[src/dlx_pkg.sv]
// Shared types and constants for the dual-LCG XOR stream cipher.
package dlx_pkg;

    localparam int unsigned KEY_WORDS = 4;
    localparam int unsigned WORD_W    = 64;
    localparam int unsigned KLEN_W    = 6;
    localparam int unsigned POS_W     = 64;
    localparam int unsigned CNT_W     = 6;
    localparam int unsigned CFG_IDX_W = 3;

    localparam logic [KLEN_W-1:0]    KEY_MIN_LEN  = 6'd4;
    localparam logic [CNT_W-1:0]     POS_MSB      = 6'd63;
    localparam logic [CNT_W-1:0]     MIX_LAST     = 6'd3;

    localparam logic [31:0] FNV_BASIS   = 32'h811C9DC5;
    localparam logic [31:0] FNV_PRIME   = 32'h01000193;
    localparam logic [31:0] DJB_BASIS   = 32'h00001505;
    localparam logic [31:0] LCG_A_MUL   = 32'd1664525;
    localparam logic [31:0] LCG_A_INC   = 32'd1013904223;
    localparam logic [31:0] LCG_B_MUL   = 32'd22695477;
    localparam logic [31:0] LCG_B_INC   = 32'd1;
    localparam logic [31:0] GOLDEN      = 32'h9E3779B9;
    localparam logic [31:0] SEED_A_ALT  = 32'h12345678;
    localparam logic [31:0] SEED_B_ALT  = 32'h9ABCDEF0;

    localparam logic [CFG_IDX_W-1:0] CFG_KEY_WORD_0 = 3'd0;
    localparam logic [CFG_IDX_W-1:0] CFG_KEY_WORD_1 = 3'd1;
    localparam logic [CFG_IDX_W-1:0] CFG_KEY_WORD_2 = 3'd2;
    localparam logic [CFG_IDX_W-1:0] CFG_KEY_WORD_3 = 3'd3;
    localparam logic [CFG_IDX_W-1:0] CFG_KEY_LENGTH = 3'd4;

    localparam logic OP_DATA    = 1'b0;
    localparam logic OP_RESTART = 1'b1;

    localparam logic ST_OK      = 1'b0;
    localparam logic ST_BAD_KEY = 1'b1;

    typedef logic [KEY_WORDS-1:0][WORD_W-1:0] t_key;

    typedef struct packed {
        logic       op;
        logic [7:0] data_in;
        logic       last_in;
    } t_in_beat;

    typedef struct packed {
        logic [7:0]       data_out;
        logic             status;
        logic [POS_W-1:0] stream_position;
        logic             last_out;
    } t_out_beat;

    typedef struct packed {
        logic             load_in;
        logic             set_err;
        logic             seed_init;
        logic             seed_step;
        logic             mix_step;
        logic             mix_last;
        logic             mod_init;
        logic             mod_step;
        logic             mod_last;
        logic             byte_step;
        logic             out_load;
        logic [CNT_W-1:0] idx;
    } t_dp_cmd;

    typedef struct packed {
        logic              key_ok;
        logic [KLEN_W-1:0] key_len;
        logic              kidx_stale;
    } t_dp_sts;

    function automatic logic [7:0] key_byte(input t_key k, input logic [4:0] i);
        return k[i[4:3]][{i[2:0], 3'b000} +: 8];
    endfunction

endpackage

[src/dlx_stream_if.sv]
// Valid/ready channel carrying one payload beat.
interface dlx_stream_if #(
    parameter type t_payload = logic
);
    logic     valid;
    logic     ready;
    t_payload payload;

    modport source (output valid, output payload, input ready);
    modport sink   (input valid, input payload, output ready);
endinterface

[src/dlx_ctrl.sv]
// Controller state machine sequencing restart, key-index recovery and data beats.
module dlx_ctrl
    import dlx_pkg::*;
(
    input  logic    i_clk,
    input  logic    i_rst_n,
    input  logic    i_in_valid,
    input  logic    i_op,
    output logic    o_in_ready,
    output logic    o_out_valid,
    input  logic    i_out_ready,
    input  t_dp_sts i_sts,
    output t_dp_cmd o_cmd
);

    typedef enum logic [2:0] {
        S_IDLE,
        S_SEED,
        S_MIX,
        S_MOD,
        S_BYTE,
        S_DONE
    } t_state;

    t_state           r_state, n_state;
    logic [CNT_W-1:0] r_cnt, n_cnt;
    logic             r_out_valid, n_out_valid;
    logic             slot_free;
    logic             in_ready;
    logic             accept;
    t_dp_cmd          cmd;

    always_comb begin
        slot_free   = !r_out_valid || i_out_ready;
        in_ready    = (r_state == S_IDLE) || ((r_state == S_DONE) && slot_free);
        accept      = i_in_valid && in_ready;
        cmd         = '0;
        cmd.idx     = r_cnt;
        n_state     = r_state;
        n_cnt       = r_cnt;
        n_out_valid = r_out_valid && !i_out_ready;

        case (r_state)
            S_IDLE: begin
                n_state = S_IDLE;
            end
            S_SEED: begin
                cmd.seed_step = 1'b1;
                if (r_cnt == i_sts.key_len - 6'd1) begin
                    n_state = S_MIX;
                    n_cnt   = '0;
                end else begin
                    n_cnt = r_cnt + 6'd1;
                end
            end
            S_MIX: begin
                if (r_cnt == MIX_LAST) begin
                    cmd.mix_last = 1'b1;
                    n_state      = S_DONE;
                end else begin
                    cmd.mix_step = 1'b1;
                    n_cnt        = r_cnt + 6'd1;
                end
            end
            S_MOD: begin
                cmd.mod_step = 1'b1;
                if (r_cnt == '0) begin
                    cmd.mod_last = 1'b1;
                    n_state      = S_BYTE;
                end else begin
                    n_cnt = r_cnt - 6'd1;
                end
            end
            S_BYTE: begin
                cmd.byte_step = 1'b1;
                n_state       = S_DONE;
            end
            S_DONE: begin
                if (slot_free) begin
                    cmd.out_load = 1'b1;
                    n_out_valid  = 1'b1;
                    n_state      = S_IDLE;
                end
            end
            default: begin
                n_state = S_IDLE;
            end
        endcase

        if (accept) begin
            cmd.load_in = 1'b1;
            if (!i_sts.key_ok) begin
                cmd.set_err = 1'b1;
                n_state     = S_DONE;
            end else if (i_op == OP_RESTART) begin
                cmd.seed_init = 1'b1;
                n_cnt         = '0;
                n_state       = S_SEED;
            end else if (i_sts.kidx_stale) begin
                cmd.mod_init = 1'b1;
                n_cnt        = POS_MSB;
                n_state      = S_MOD;
            end else begin
                n_state = S_BYTE;
            end
        end
    end

    always_ff @(posedge i_clk) begin
        if (!i_rst_n) begin
            r_state     <= S_IDLE;
            r_cnt       <= '0;
            r_out_valid <= 1'b0;
        end else begin
            r_state     <= n_state;
            r_cnt       <= n_cnt;
            r_out_valid <= n_out_valid;
        end
    end

    assign o_in_ready  = in_ready;
    assign o_out_valid = r_out_valid;
    assign o_cmd       = cmd;

endmodule

[src/dlx_dp.sv]
// Datapath: key registers, seed hashing, LCG keystream, key-index remainder unit.
module dlx_dp
    import dlx_pkg::*;
#(
    parameter int unsigned MAX_KEY_BYTES = 32
) (
    input  logic                 i_clk,
    input  logic                 i_rst_n,
    input  logic                 i_cfg_we,
    input  logic [CFG_IDX_W-1:0] i_cfg_idx,
    input  logic [WORD_W-1:0]    i_cfg_data,
    input  t_in_beat             i_in_beat,
    input  t_dp_cmd              i_cmd,
    output t_dp_sts              o_sts,
    output t_out_beat            o_out_beat
);

    localparam int unsigned KIDX_W = $clog2(MAX_KEY_BYTES);
    localparam logic [KLEN_W-1:0] MAX_LEN = KLEN_W'(MAX_KEY_BYTES);

    t_key              r_key;
    logic [KLEN_W-1:0] r_klen;
    logic [31:0]       r_lcg_a;
    logic [31:0]       r_lcg_b;
    logic [POS_W-1:0]  r_pos;
    logic [KIDX_W-1:0] r_kidx;
    logic              r_stale;
    logic [31:0]       r_sa;
    logic [31:0]       r_sb;
    logic [KLEN_W-1:0] r_rem;
    logic [7:0]        r_data;
    logic              r_last;
    t_out_beat         r_res;
    t_out_beat         r_out;

    logic [KLEN_W-1:0] klen_sat;
    logic [7:0]        kb_seed;
    logic [31:0]       sa_step;
    logic [31:0]       sb_step;
    logic [31:0]       mix_a;
    logic [31:0]       mix_b;
    logic [31:0]       lcg_a_nxt;
    logic [31:0]       lcg_b_nxt;
    logic [31:0]       pos_mix;
    logic [7:0]        kb_data;
    logic [31:0]       mixed;
    logic [7:0]        dout;
    logic [KLEN_W-1:0] kidx_inc;
    logic [KIDX_W-1:0] kidx_nxt;
    logic [KLEN_W:0]   rem_sh;
    logic [KLEN_W:0]   rem_nxt;

    always_comb begin
        klen_sat  = (r_klen > MAX_LEN) ? MAX_LEN : r_klen;

        kb_seed   = key_byte(r_key, i_cmd.idx[4:0]);
        sa_step   = 32'((r_sa ^ {24'd0, kb_seed}) * FNV_PRIME);
        sb_step   = {r_sb[26:0], 5'd0} + r_sb + {24'd0, kb_seed};

        mix_a     = {r_sa[18:0], r_sa[31:19]} ^ r_sb;
        mix_b     = {r_sb[14:0], r_sb[31:15]} + mix_a;

        lcg_a_nxt = 32'(r_lcg_a * LCG_A_MUL) + LCG_A_INC;
        lcg_b_nxt = 32'(r_lcg_b * LCG_B_MUL) + LCG_B_INC;
        pos_mix   = 32'(r_pos[31:0] * GOLDEN);
        kb_data   = key_byte(r_key, 5'(r_kidx));
        mixed     = lcg_a_nxt ^ {16'd0, lcg_b_nxt[31:16]} ^ {4{kb_data}} ^ pos_mix;
        dout      = r_data ^ mixed[31:24] ^ mixed[23:16] ^ mixed[15:8] ^ mixed[7:0];

        kidx_inc  = KLEN_W'(r_kidx) + 6'd1;
        kidx_nxt  = (kidx_inc == klen_sat) ? '0 : KIDX_W'(kidx_inc);

        rem_sh    = {r_rem, r_pos[i_cmd.idx]};
        rem_nxt   = (rem_sh >= {1'b0, klen_sat}) ? rem_sh - {1'b0, klen_sat} : rem_sh;
    end

    always_ff @(posedge i_clk) begin
        if (!i_rst_n) begin
            r_key   <= '0;
            r_klen  <= '0;
            r_lcg_a <= '0;
            r_lcg_b <= '0;
            r_pos   <= '0;
            r_kidx  <= '0;
            r_stale <= 1'b0;
        end else begin
            if (i_cfg_we) begin
                case (i_cfg_idx)
                    CFG_KEY_WORD_0: r_key[0] <= i_cfg_data;
                    CFG_KEY_WORD_1: r_key[1] <= i_cfg_data;
                    CFG_KEY_WORD_2: r_key[2] <= i_cfg_data;
                    CFG_KEY_WORD_3: r_key[3] <= i_cfg_data;
                    CFG_KEY_LENGTH: begin
                        r_klen  <= i_cfg_data[KLEN_W-1:0];
                        r_stale <= 1'b1;
                    end
                    default: begin
                    end
                endcase
            end
            if (i_cmd.mix_last) begin
                r_lcg_a <= (mix_a == '0) ? SEED_A_ALT : mix_a;
                r_lcg_b <= (mix_b == '0) ? SEED_B_ALT : mix_b;
                r_pos   <= '0;
                r_kidx  <= '0;
                r_stale <= 1'b0;
            end
            if (i_cmd.mod_last) begin
                r_kidx  <= KIDX_W'(rem_nxt);
                r_stale <= 1'b0;
            end
            if (i_cmd.byte_step) begin
                r_lcg_a <= lcg_a_nxt;
                r_lcg_b <= lcg_b_nxt;
                r_pos   <= r_pos + 64'd1;
                r_kidx  <= (&r_pos) ? '0 : kidx_nxt;
            end
        end
    end

    always_ff @(posedge i_clk) begin
        if (i_cmd.load_in) begin
            r_data <= i_in_beat.data_in;
            r_last <= i_in_beat.last_in;
        end
        if (i_cmd.seed_init) begin
            r_sa <= FNV_BASIS;
            r_sb <= DJB_BASIS;
        end
        if (i_cmd.seed_step) begin
            r_sa <= sa_step;
            r_sb <= sb_step;
        end
        if (i_cmd.mix_step) begin
            r_sa <= mix_a;
            r_sb <= mix_b;
        end
        if (i_cmd.mod_init) begin
            r_rem <= '0;
        end
        if (i_cmd.mod_step) begin
            r_rem <= rem_nxt[KLEN_W-1:0];
        end
        if (i_cmd.set_err) begin
            r_res.data_out        <= 8'd0;
            r_res.status          <= ST_BAD_KEY;
            r_res.stream_position <= r_pos;
            r_res.last_out        <= i_in_beat.last_in;
        end
        if (i_cmd.mix_last) begin
            r_res.data_out        <= 8'd0;
            r_res.status          <= ST_OK;
            r_res.stream_position <= '0;
            r_res.last_out        <= r_last;
        end
        if (i_cmd.byte_step) begin
            r_res.data_out        <= dout;
            r_res.status          <= ST_OK;
            r_res.stream_position <= r_pos + 64'd1;
            r_res.last_out        <= r_last;
        end
        if (i_cmd.out_load) begin
            r_out <= r_res;
        end
    end

    assign o_sts.key_ok     = (klen_sat >= KEY_MIN_LEN);
    assign o_sts.key_len    = klen_sat;
    assign o_sts.kidx_stale = r_stale;
    assign o_out_beat       = r_out;

endmodule

[src/dual_lcg_xor_stream_cipher.sv]
// Top level of the dual-LCG XOR stream cipher: controller, datapath and ports.
//
//   Port        Dir   Kind          Contents
//   i_in        in    valid/ready   op, data_in, last_in
//   o_out       out   valid/ready   data_out, status, stream_position, last_out
//   i_cfg_*     in    write only    key_word_0..3, key_length
//
// A data beat is accepted, then both LCG multiplies and the position multiply
// run in one datapath step. A restart runs the one-byte-per-cycle hash walk
// over the key and four mixing rounds. The first data beat after a key_length
// write first runs the bit-serial position remainder. An invalid key goes from
// accept straight to the output state. Reset is synchronous and active low.
// A new beat is taken while a result waits in the output register.
module dual_lcg_xor_stream_cipher
    import dlx_pkg::*;
#(
    parameter int unsigned MAX_KEY_BYTES = 32
) (
    input  logic                 i_clk,
    input  logic                 i_rst_n,
    input  logic                 i_cfg_we,
    input  logic [CFG_IDX_W-1:0] i_cfg_idx,
    input  logic [WORD_W-1:0]    i_cfg_data,
    dlx_stream_if.sink           i_in,
    dlx_stream_if.source         o_out
);

    t_dp_cmd   cmd;
    t_dp_sts   sts;
    t_in_beat  in_beat;
    t_out_beat out_beat;
    logic      in_ready;
    logic      out_valid;

    assign in_beat = i_in.payload;

    dlx_ctrl u_ctrl (
        .i_clk       (i_clk),
        .i_rst_n     (i_rst_n),
        .i_in_valid  (i_in.valid),
        .i_op        (in_beat.op),
        .o_in_ready  (in_ready),
        .o_out_valid (out_valid),
        .i_out_ready (o_out.ready),
        .i_sts       (sts),
        .o_cmd       (cmd)
    );

    dlx_dp #(
        .MAX_KEY_BYTES (MAX_KEY_BYTES)
    ) u_dp (
        .i_clk      (i_clk),
        .i_rst_n    (i_rst_n),
        .i_cfg_we   (i_cfg_we),
        .i_cfg_idx  (i_cfg_idx),
        .i_cfg_data (i_cfg_data),
        .i_in_beat  (in_beat),
        .i_cmd      (cmd),
        .o_sts      (sts),
        .o_out_beat (out_beat)
    );

    assign i_in.ready    = in_ready;
    assign o_out.valid   = out_valid;
    assign o_out.payload = out_beat;

endmodule

[src/flat_wrapper.sv]
// flat-port wrapper written by rule: the top's interface ports become plain ports
module dual_lcg_xor_stream_cipher_flat import dlx_pkg::*;
#(
    parameter int unsigned MAX_KEY_BYTES = 32
)
  (i_clk, i_rst_n, i_cfg_we, i_cfg_idx, i_cfg_data, i_in_valid, i_in_payload, i_in_ready, o_out_valid, o_out_payload, o_out_ready);
  dlx_stream_if #(.t_payload(t_in_beat)) i_in_i ();
  dlx_stream_if #(.t_payload(t_out_beat)) o_out_i ();
  input  logic i_clk;
  input  logic i_rst_n;
  input  logic i_cfg_we;
  input  logic [CFG_IDX_W-1:0] i_cfg_idx;
  input  logic [WORD_W-1:0] i_cfg_data;
  input wire logic [$bits(i_in_i.valid)-1:0] i_in_valid;
  input wire logic [$bits(i_in_i.payload)-1:0] i_in_payload;
  output wire logic [$bits(i_in_i.ready)-1:0] i_in_ready;
  output wire logic [$bits(o_out_i.valid)-1:0] o_out_valid;
  output wire logic [$bits(o_out_i.payload)-1:0] o_out_payload;
  input wire logic [$bits(o_out_i.ready)-1:0] o_out_ready;
  assign i_in_i.valid = i_in_valid;
  assign i_in_i.payload = i_in_payload;
  assign i_in_ready = i_in_i.ready;
  assign o_out_valid = o_out_i.valid;
  assign o_out_payload = o_out_i.payload;
  assign o_out_i.ready = o_out_ready;
  dual_lcg_xor_stream_cipher #(.MAX_KEY_BYTES(MAX_KEY_BYTES)) u_core (.i_clk(i_clk), .i_rst_n(i_rst_n), .i_cfg_we(i_cfg_we), .i_cfg_idx(i_cfg_idx), .i_cfg_data(i_cfg_data), .i_in(i_in_i), .o_out(o_out_i));
endmodule
[config.mk]
export PLATFORM = sky130hd
export DESIGN_NAME = dual_lcg_xor_stream_cipher_flat
export DESIGN_NICKNAME = d
export VERILOG_FILES = /design/src/dlx_pkg.sv /design/src/dlx_stream_if.sv /design/src/dlx_ctrl.sv /design/src/dlx_dp.sv /design/src/dual_lcg_xor_stream_cipher.sv /design/src/flat_wrapper.sv
export SDC_FILE = /design/constraint.sdc
export NUM_CORES = 2
export LEC_CHECK = 0
export BUFFER_PORTS_ARGS = -buffer_cell sky130_fd_sc_hd__buf_2
export CORE_MARGIN = 2
export CORE_UTILIZATION = 45
export DETAILED_ROUTE_END_ITERATION = 6
export SLEW_MARGIN = 5
export SYNTH_ARGS = -nofsm -noshare
export SYNTH_HDL_FRONTEND = slang
export SYNTH_HIERARCHICAL = 1
export SYNTH_SLANG_ARGS = --single-unit
[constraint.sdc]
create_clock -name i_clk -period 9.5 [get_ports i_clk]
set_input_delay 1.9 -clock i_clk [delete_from_list [all_inputs] [get_ports i_clk]]
set_output_delay 1.9 -clock i_clk [all_outputs]
set_load 0.02 [all_outputs]
---- Word-level counts from Yosys, hierarchy flattened ----
Index checks and enable logic that the tools add are counted.
operators by class
  shift-type cells ........................ 2
  eq/ne operators ......................... 16
  bitwise gates (word level) .............. 10
  muxes and demuxes ....................... 68
  reduce and logical (&&, ||, !) cells .... 26
  $add $sub $neg .......................... 11
  $mul .................................... 4
  magnitude comparators ................... 6
operators by type and width
  operator                                             count
  2-to-1 mux 32 bit                                    12
  binary-select mux 64 bit (select 2 bit)              2
  2-to-1 mux 64 bit                                    4
  2-to-1 mux 74 bit                                    3
  variable part select 64 x 7 -> 8 bit                 2
  bitwise XOR 32 bit                                   3
  2-to-1 mux 6 bit                                     11
  adder 32 bit                                         2
  adder 64 x 1 -> 64 bit, second input constant        1
  zero test 32 bit                                     2
  multiplier 32 x 25 -> 32 bit, second input constant  2
  AND reduction 64 bit                                 1
  adder 32 x 1 -> 32 bit, second input constant        1
  adder 32 x 30 -> 32 bit, second input constant       1
  adder 32 x 8 -> 32 bit                               1
  multiplier 32 x 21 -> 32 bit, second input constant  1
  multiplier 32 x 32 -> 32 bit, second input constant  1
  bitwise XOR 32 x 16 -> 32 bit                        1
  bitwise XOR 32 x 8 -> 32 bit                         1
  bitwise XOR 8 bit                                    4
  2-to-1 mux 3 bit                                     9
  2-to-1 mux 5 bit                                     5
  case mux 6 bit (3 select lines)                      1
  2-to-1 mux 1 bit                                     17
  other kinds (30)                                     55
word-level totals
  register bits ........................... 633
  word-level logic and storage cells ...... 169
  bits of input ports ..................... 82

---- Depth between registers and ports, before layout ----
  word-level depth ........................ 10
  mapped depth ............................ 31
  mapped depth without buffers ............ 28

---- Modules after synthesis ----
Netlist, hierarchy kept.
modules (own cells, without submodules)
  module    area an instance (sq um)  sequential area each (sq um)  cells an instance  times used
  dlx_dp    59,400.7                  14,453.9                      6,174              1
  dlx_ctrl  1,191.1                   200.2                         160                1

---- Worst setup path after synthesis ----
OpenSTA, ideal clock, no wires.
  path kind ............................... reg2reg
  start ................................... register u_core.u_ctrl.r_cnt[3]
  end ..................................... register u_core.u_dp.r_sa[26] (data pin)
  cell stages (with the launch flop) ...... 30
  data required time ...................... 9,243 ps
  buffers on the path ..................... 4
  setup slack ............................. 1,501 ps
  arrival time ............................ 7,742 ps
  cell sequence ........................... dfxtp_1 -> buf_2 -> buf_2 -> buf_2 -> buf_1 -> mux4_2 -> mux4_2 -> mux2_2 -> xor2_1 -> ha_1 -> ha_1 -> fa_1 -> ha_1 -> inv_1 -> fa_1 -> inv_1 -> ha_1 -> fa_1 -> ha_1 -> a21o_1 -> a21o_1 -> a21oi_1 -> nand3_1 -> o41ai_1 -> a31oi_1 -> a31oi_1 -> o211ai_1 -> a21o_1 -> a211o_1 -> a32o_1
between the ends
  word-level cells in the longest chain between the ends .. 7
ends and longest elaborated chain
  what                                     RTL line         source
  start, declared                          dlx_ctrl.sv:26   logic [CNT_W-1:0] r_cnt, n_cnt;
  start signal, assigned                   dlx_ctrl.sv:116  r_cnt <= n_cnt;
  binary-select mux 64 bit (select 2 bit)  dlx_pkg.sv:75    return k[i[4:3]][{i[2:0], 3'b000} +: 8];
  2-to-1 mux 64 bit (implied by the code)  dlx_pkg.sv:75
  variable part select 64 x 7 -> 8 bit     dlx_pkg.sv:75
  bitwise XOR 32 x 8 -> 32 bit             dlx_dp.sv:57     sa_step = 32'((r_sa ^ {24'd0, kb_seed}) * FNV_PRIME);
  multiplier 32 x 25 -> 32 bit             dlx_dp.sv:57
  2-to-1 mux 32 bit                        dlx_dp.sv:130    if (i_cmd.seed_step) begin
  2-to-1 mux 32 bit *                      dlx_dp.sv:134    if (i_cmd.mix_step) begin
  end signal, assigned                     dlx_dp.sv:131    r_sa <= sa_step;
  end signal, assigned                     dlx_dp.sv:135    r_sa <= mix_a;
  end, declared                            dlx_dp.sv:28     logic [31:0] r_sa;
Every way passes the cells marked *; elsewhere a longest branch is shown, timed or not. The select of a mux whose other input is x is not followed.
A chain may end at the register's enable or synchronous reset.

---- Worst setup path after layout ----
Same ends and word-level chain as after synthesis.

==> metrics.cfg <==
[status]
outcome=complete, no violations

[cts]
cts_tree=built
cts_max_level=3
post_cts_buffers=0
clockBufferDepth=3
cts_root_buf=clkbuf_16
ctsHoldBuffers=0
post_cts_resized=0
cts.sink_count=622
path_clk_slew_ps=60
insertion_delay_ps=690
numCtsBuffers=69

[synthesis]
synthMuxAreaShare_pct=3.41
synth_edf_count=220
ys_seq_area_share_pct=24.2
synth_compound_area_share_pct=11.5
yosys-top-cells-area=fa_1 (20%), ha_1 (17%), dfxtp_1 (13%), edfxtp_1 (11%), inv_1 (7.1%)
yosys_warnings=6
synth-adder-area-share_pct=37.4
synth_xor_area_share_pct=5.54
syn_area_per_cell_um2=9.57
ys.flop_type=dfxtp_1
synthSimpleGateAreaFrac_pct=9.49
async_reset_ff_share_pct=0
synth_top_area_cell=fa_1
syn_area_um2=60600
synth_top_family_by_area=adder cells
syn-num-nets=7856
ys_types=98
synth_top_area_share_pct=20.4
ys_seq_elements=622
synth_cells=6334

[global_routing]
grt_pass1_vias=45700
antenna_found_initial=18
grt_max_degree=161
overflow=0
track_usage_pct=26.0
grt_pass1_wl_um=274000

[critical_path]
critPathKind=reg2reg
required_ps=9940
start_kind=flip-flop
max_stage_delay_ps=870
arrival_ps=9070
cp_num_buf_inv=3
crit_slowest_cell=dfxtp_4
crit_family=adder cells
cpMostUsedCell=ha_1
crit_fanout=40
worstSetupEndpointType=flip-flop

[detailed_routing]
ant_nets=0
wl_met3_um=9600
top_layer=met5
drt-vias-per-instance=5.49
drt_iter0_markers=3381
wl_met1_um=76000
routed_wl_um=176000
dr.pass1.iters=6
met2_length_um=85000
drc=0
routedWlPerCell_um=21.4
vias=45200

[sta]
timing.fmax_ghz=0.116
timing.final.crit_share_pct=90.8
finClkSkew_ps=64.2
rsz0062_at_grt=no
tns_ps=0
period_needed_ps=8620
worstMarginPinSlew_ps=1120
hold_violations=0
setup_viol=0
relSlewSlack_pct=25.2
slew_violations=0

[floorplan]
io_pins=158
fp.dieArea_um2=138000
die_h_um=371
num_rows=134
die_w_um=371
start_util_pct=45.3
core_area_um2=134000

[place]
port_buffers=157
gp_congestion=0.956
hpwl_um=138000
place_inst=8101

[run]
cap_violations=0

[layout]
final_cell_mix=inv_1 (1142), ha_1 (824), nand2_1 (714)
layout.cells.non_filler=8233
fin_nets=7926
area_delta_synth_final_pct=8.48
drive_above_1_share_pct=7.57
final.fill_count=12500
final_core_util_pct=49.2
mostFrequentLayoutCell=inv_1

[worst_hold_path]
hold_path.class=reg2reg

==> worst register-to-register path: stages (launching register included) <==
cell and delay [ps]:
dfxtp_4 870, buf_4 450, mux4_2 560, mux4_2 550, mux2_2 340, xor2_1 370, ha_1 310, ha_1 220
fa_1 530, ha_1 150, inv_1 50, fa_1 470, inv_1 50, ha_1 280, fa_1 460, ha_1 340
a21o_1 190, a21o_1 170, a21oi_1 290, nand3_1 110, o41ai_1 80, a31oi_1 90, a31oi_1 400, o211ai_1 280
a21o_1 240, a211o_1 280, a32o_1 240
==> registers in the layout, indices dropped and copies added, names as in the netlist <==
name,count
u_core/u_dp/r_key,256
u_core/u_dp/o_out_beat,74
u_core/u_dp/r_res,74
u_core/u_dp/r_lcg_b,32
u_core/u_dp/r_last,1
u_core/u_dp/r_klen,6
u_core/u_dp/r_sb,32
u_core/u_dp/r_stale,1
u_core/u_dp/r_pos,64
u_core/u_dp/r_lcg_a,32
u_core/u_ctrl/o_out_valid,1
u_core/u_dp/r_sa,32
u_core/u_dp/r_data,8
u_core/u_ctrl/r_cnt,6
u_core/u_ctrl/r_state,3
==> Yosys cell counts (13+ instances only) <==
| master | n |
|---|---|
| edfxtp_1 | 220 |
| and3_1 | 27 |
| o21ai_1 | 14 |
| a21o_1 | 72 |
| o21a_1 | 35 |
| a221oi_1 | 23 |
| fa_1 | 616 |
| inv_1 | 1144 |
| a31oi_1 | 29 |
| a211oi_1 | 47 |
| a21oi_1 | 506 |
| dfxtp_1 | 402 |
| o31ai_1 | 17 |
| ha_1 | 824 |
| clkbuf_1 | 168 |
| o21ai_0 | 208 |
| buf_2 | 14 |
| mux4_2 | 80 |
| nor2_1 | 222 |
| nand2_1 | 716 |
| nand3_1 | 65 |
| nand4_1 | 31 |
| nor4_1 | 16 |
| nand2b_1 | 17 |
| mux2i_1 | 13 |
| nand3b_1 | 16 |
| or2_2 | 16 |
| o21bai_1 | 33 |
| xnor2_1 | 271 |
| nor2b_1 | 17 |
| xor2_1 | 100 |
| o22ai_1 | 25 |
| or3_1 | 22 |
| and2_1 | 27 |
| a22oi_1 | 15 |
| buf_1 | 28 |
| nor3_1 | 45 |
==> kinds of logic after synthesis <==
| kind of cell | after synthesis |
|---|---|
| compound gates | 1143 |
| mux | 105 |
| buf+inv | 1358 |
| fa+ha+maj | 1440 |
| xor+xnor | 376 |
| flops | 622 |
| simple gates | 1290 |
==> cell type report <==
cell class,instances,area (µm²),share of cell area [%]
well taps,1768,2210,3.37
inverters,1144,4300,6.54
multi-input cells,4354,40900,62.2
diodes,5,12.5,0.0190
clock inverters,32,438,0.666
repair buffers,213,1220,1.85
flip-flops and latches,622,14700,22.3
clock buffers,95,2030,3.09
==> worst paths after layout <==
path                                        startpoint                          to  slack, ps  depth (start not counted)
worst max-delay path            u_core/u_ctrl/r_cnt[3]        u_core/u_dp/r_sa[26]        880                         26
worst min-delay path             u_core/u_dp/r_res[18]  u_core/u_dp/o_out_beat[18]        410                          0
worst max register to register  u_core/u_ctrl/r_cnt[3]        u_core/u_dp/r_sa[26]        880                         26
worst min register to register   u_core/u_dp/r_res[18]  u_core/u_dp/o_out_beat[18]        410                          0
==> stage by stage <==
| step | area, µm² | hold WS, ps | worst slack (ps) |
|---|---|---|---|
| finish | 65700 | 413 | 876 |
| global placement | 63300 | 401 | 907 |
| global route | 65700 | 420 | 428 |
| CTS | 65700 | 413 | 833 |
| floorplan | 60600 | 400 | 1500 |
| detailed placement | 63300 | 405 | 892 |
==> per-layer routing <==
layer | up-vias | global-route usage [%]
li1 | 21200 | -
met2 | 1295 | 43.5
met4 | 10 | 8.02
met3 | 269 | 3.86
met1 | 22400 | 34.7
met5 | - | 0
Power is left out: the tool's default activity adds up to more than one toggle a clock period on the data nets, which glitch-free logic cannot reach.
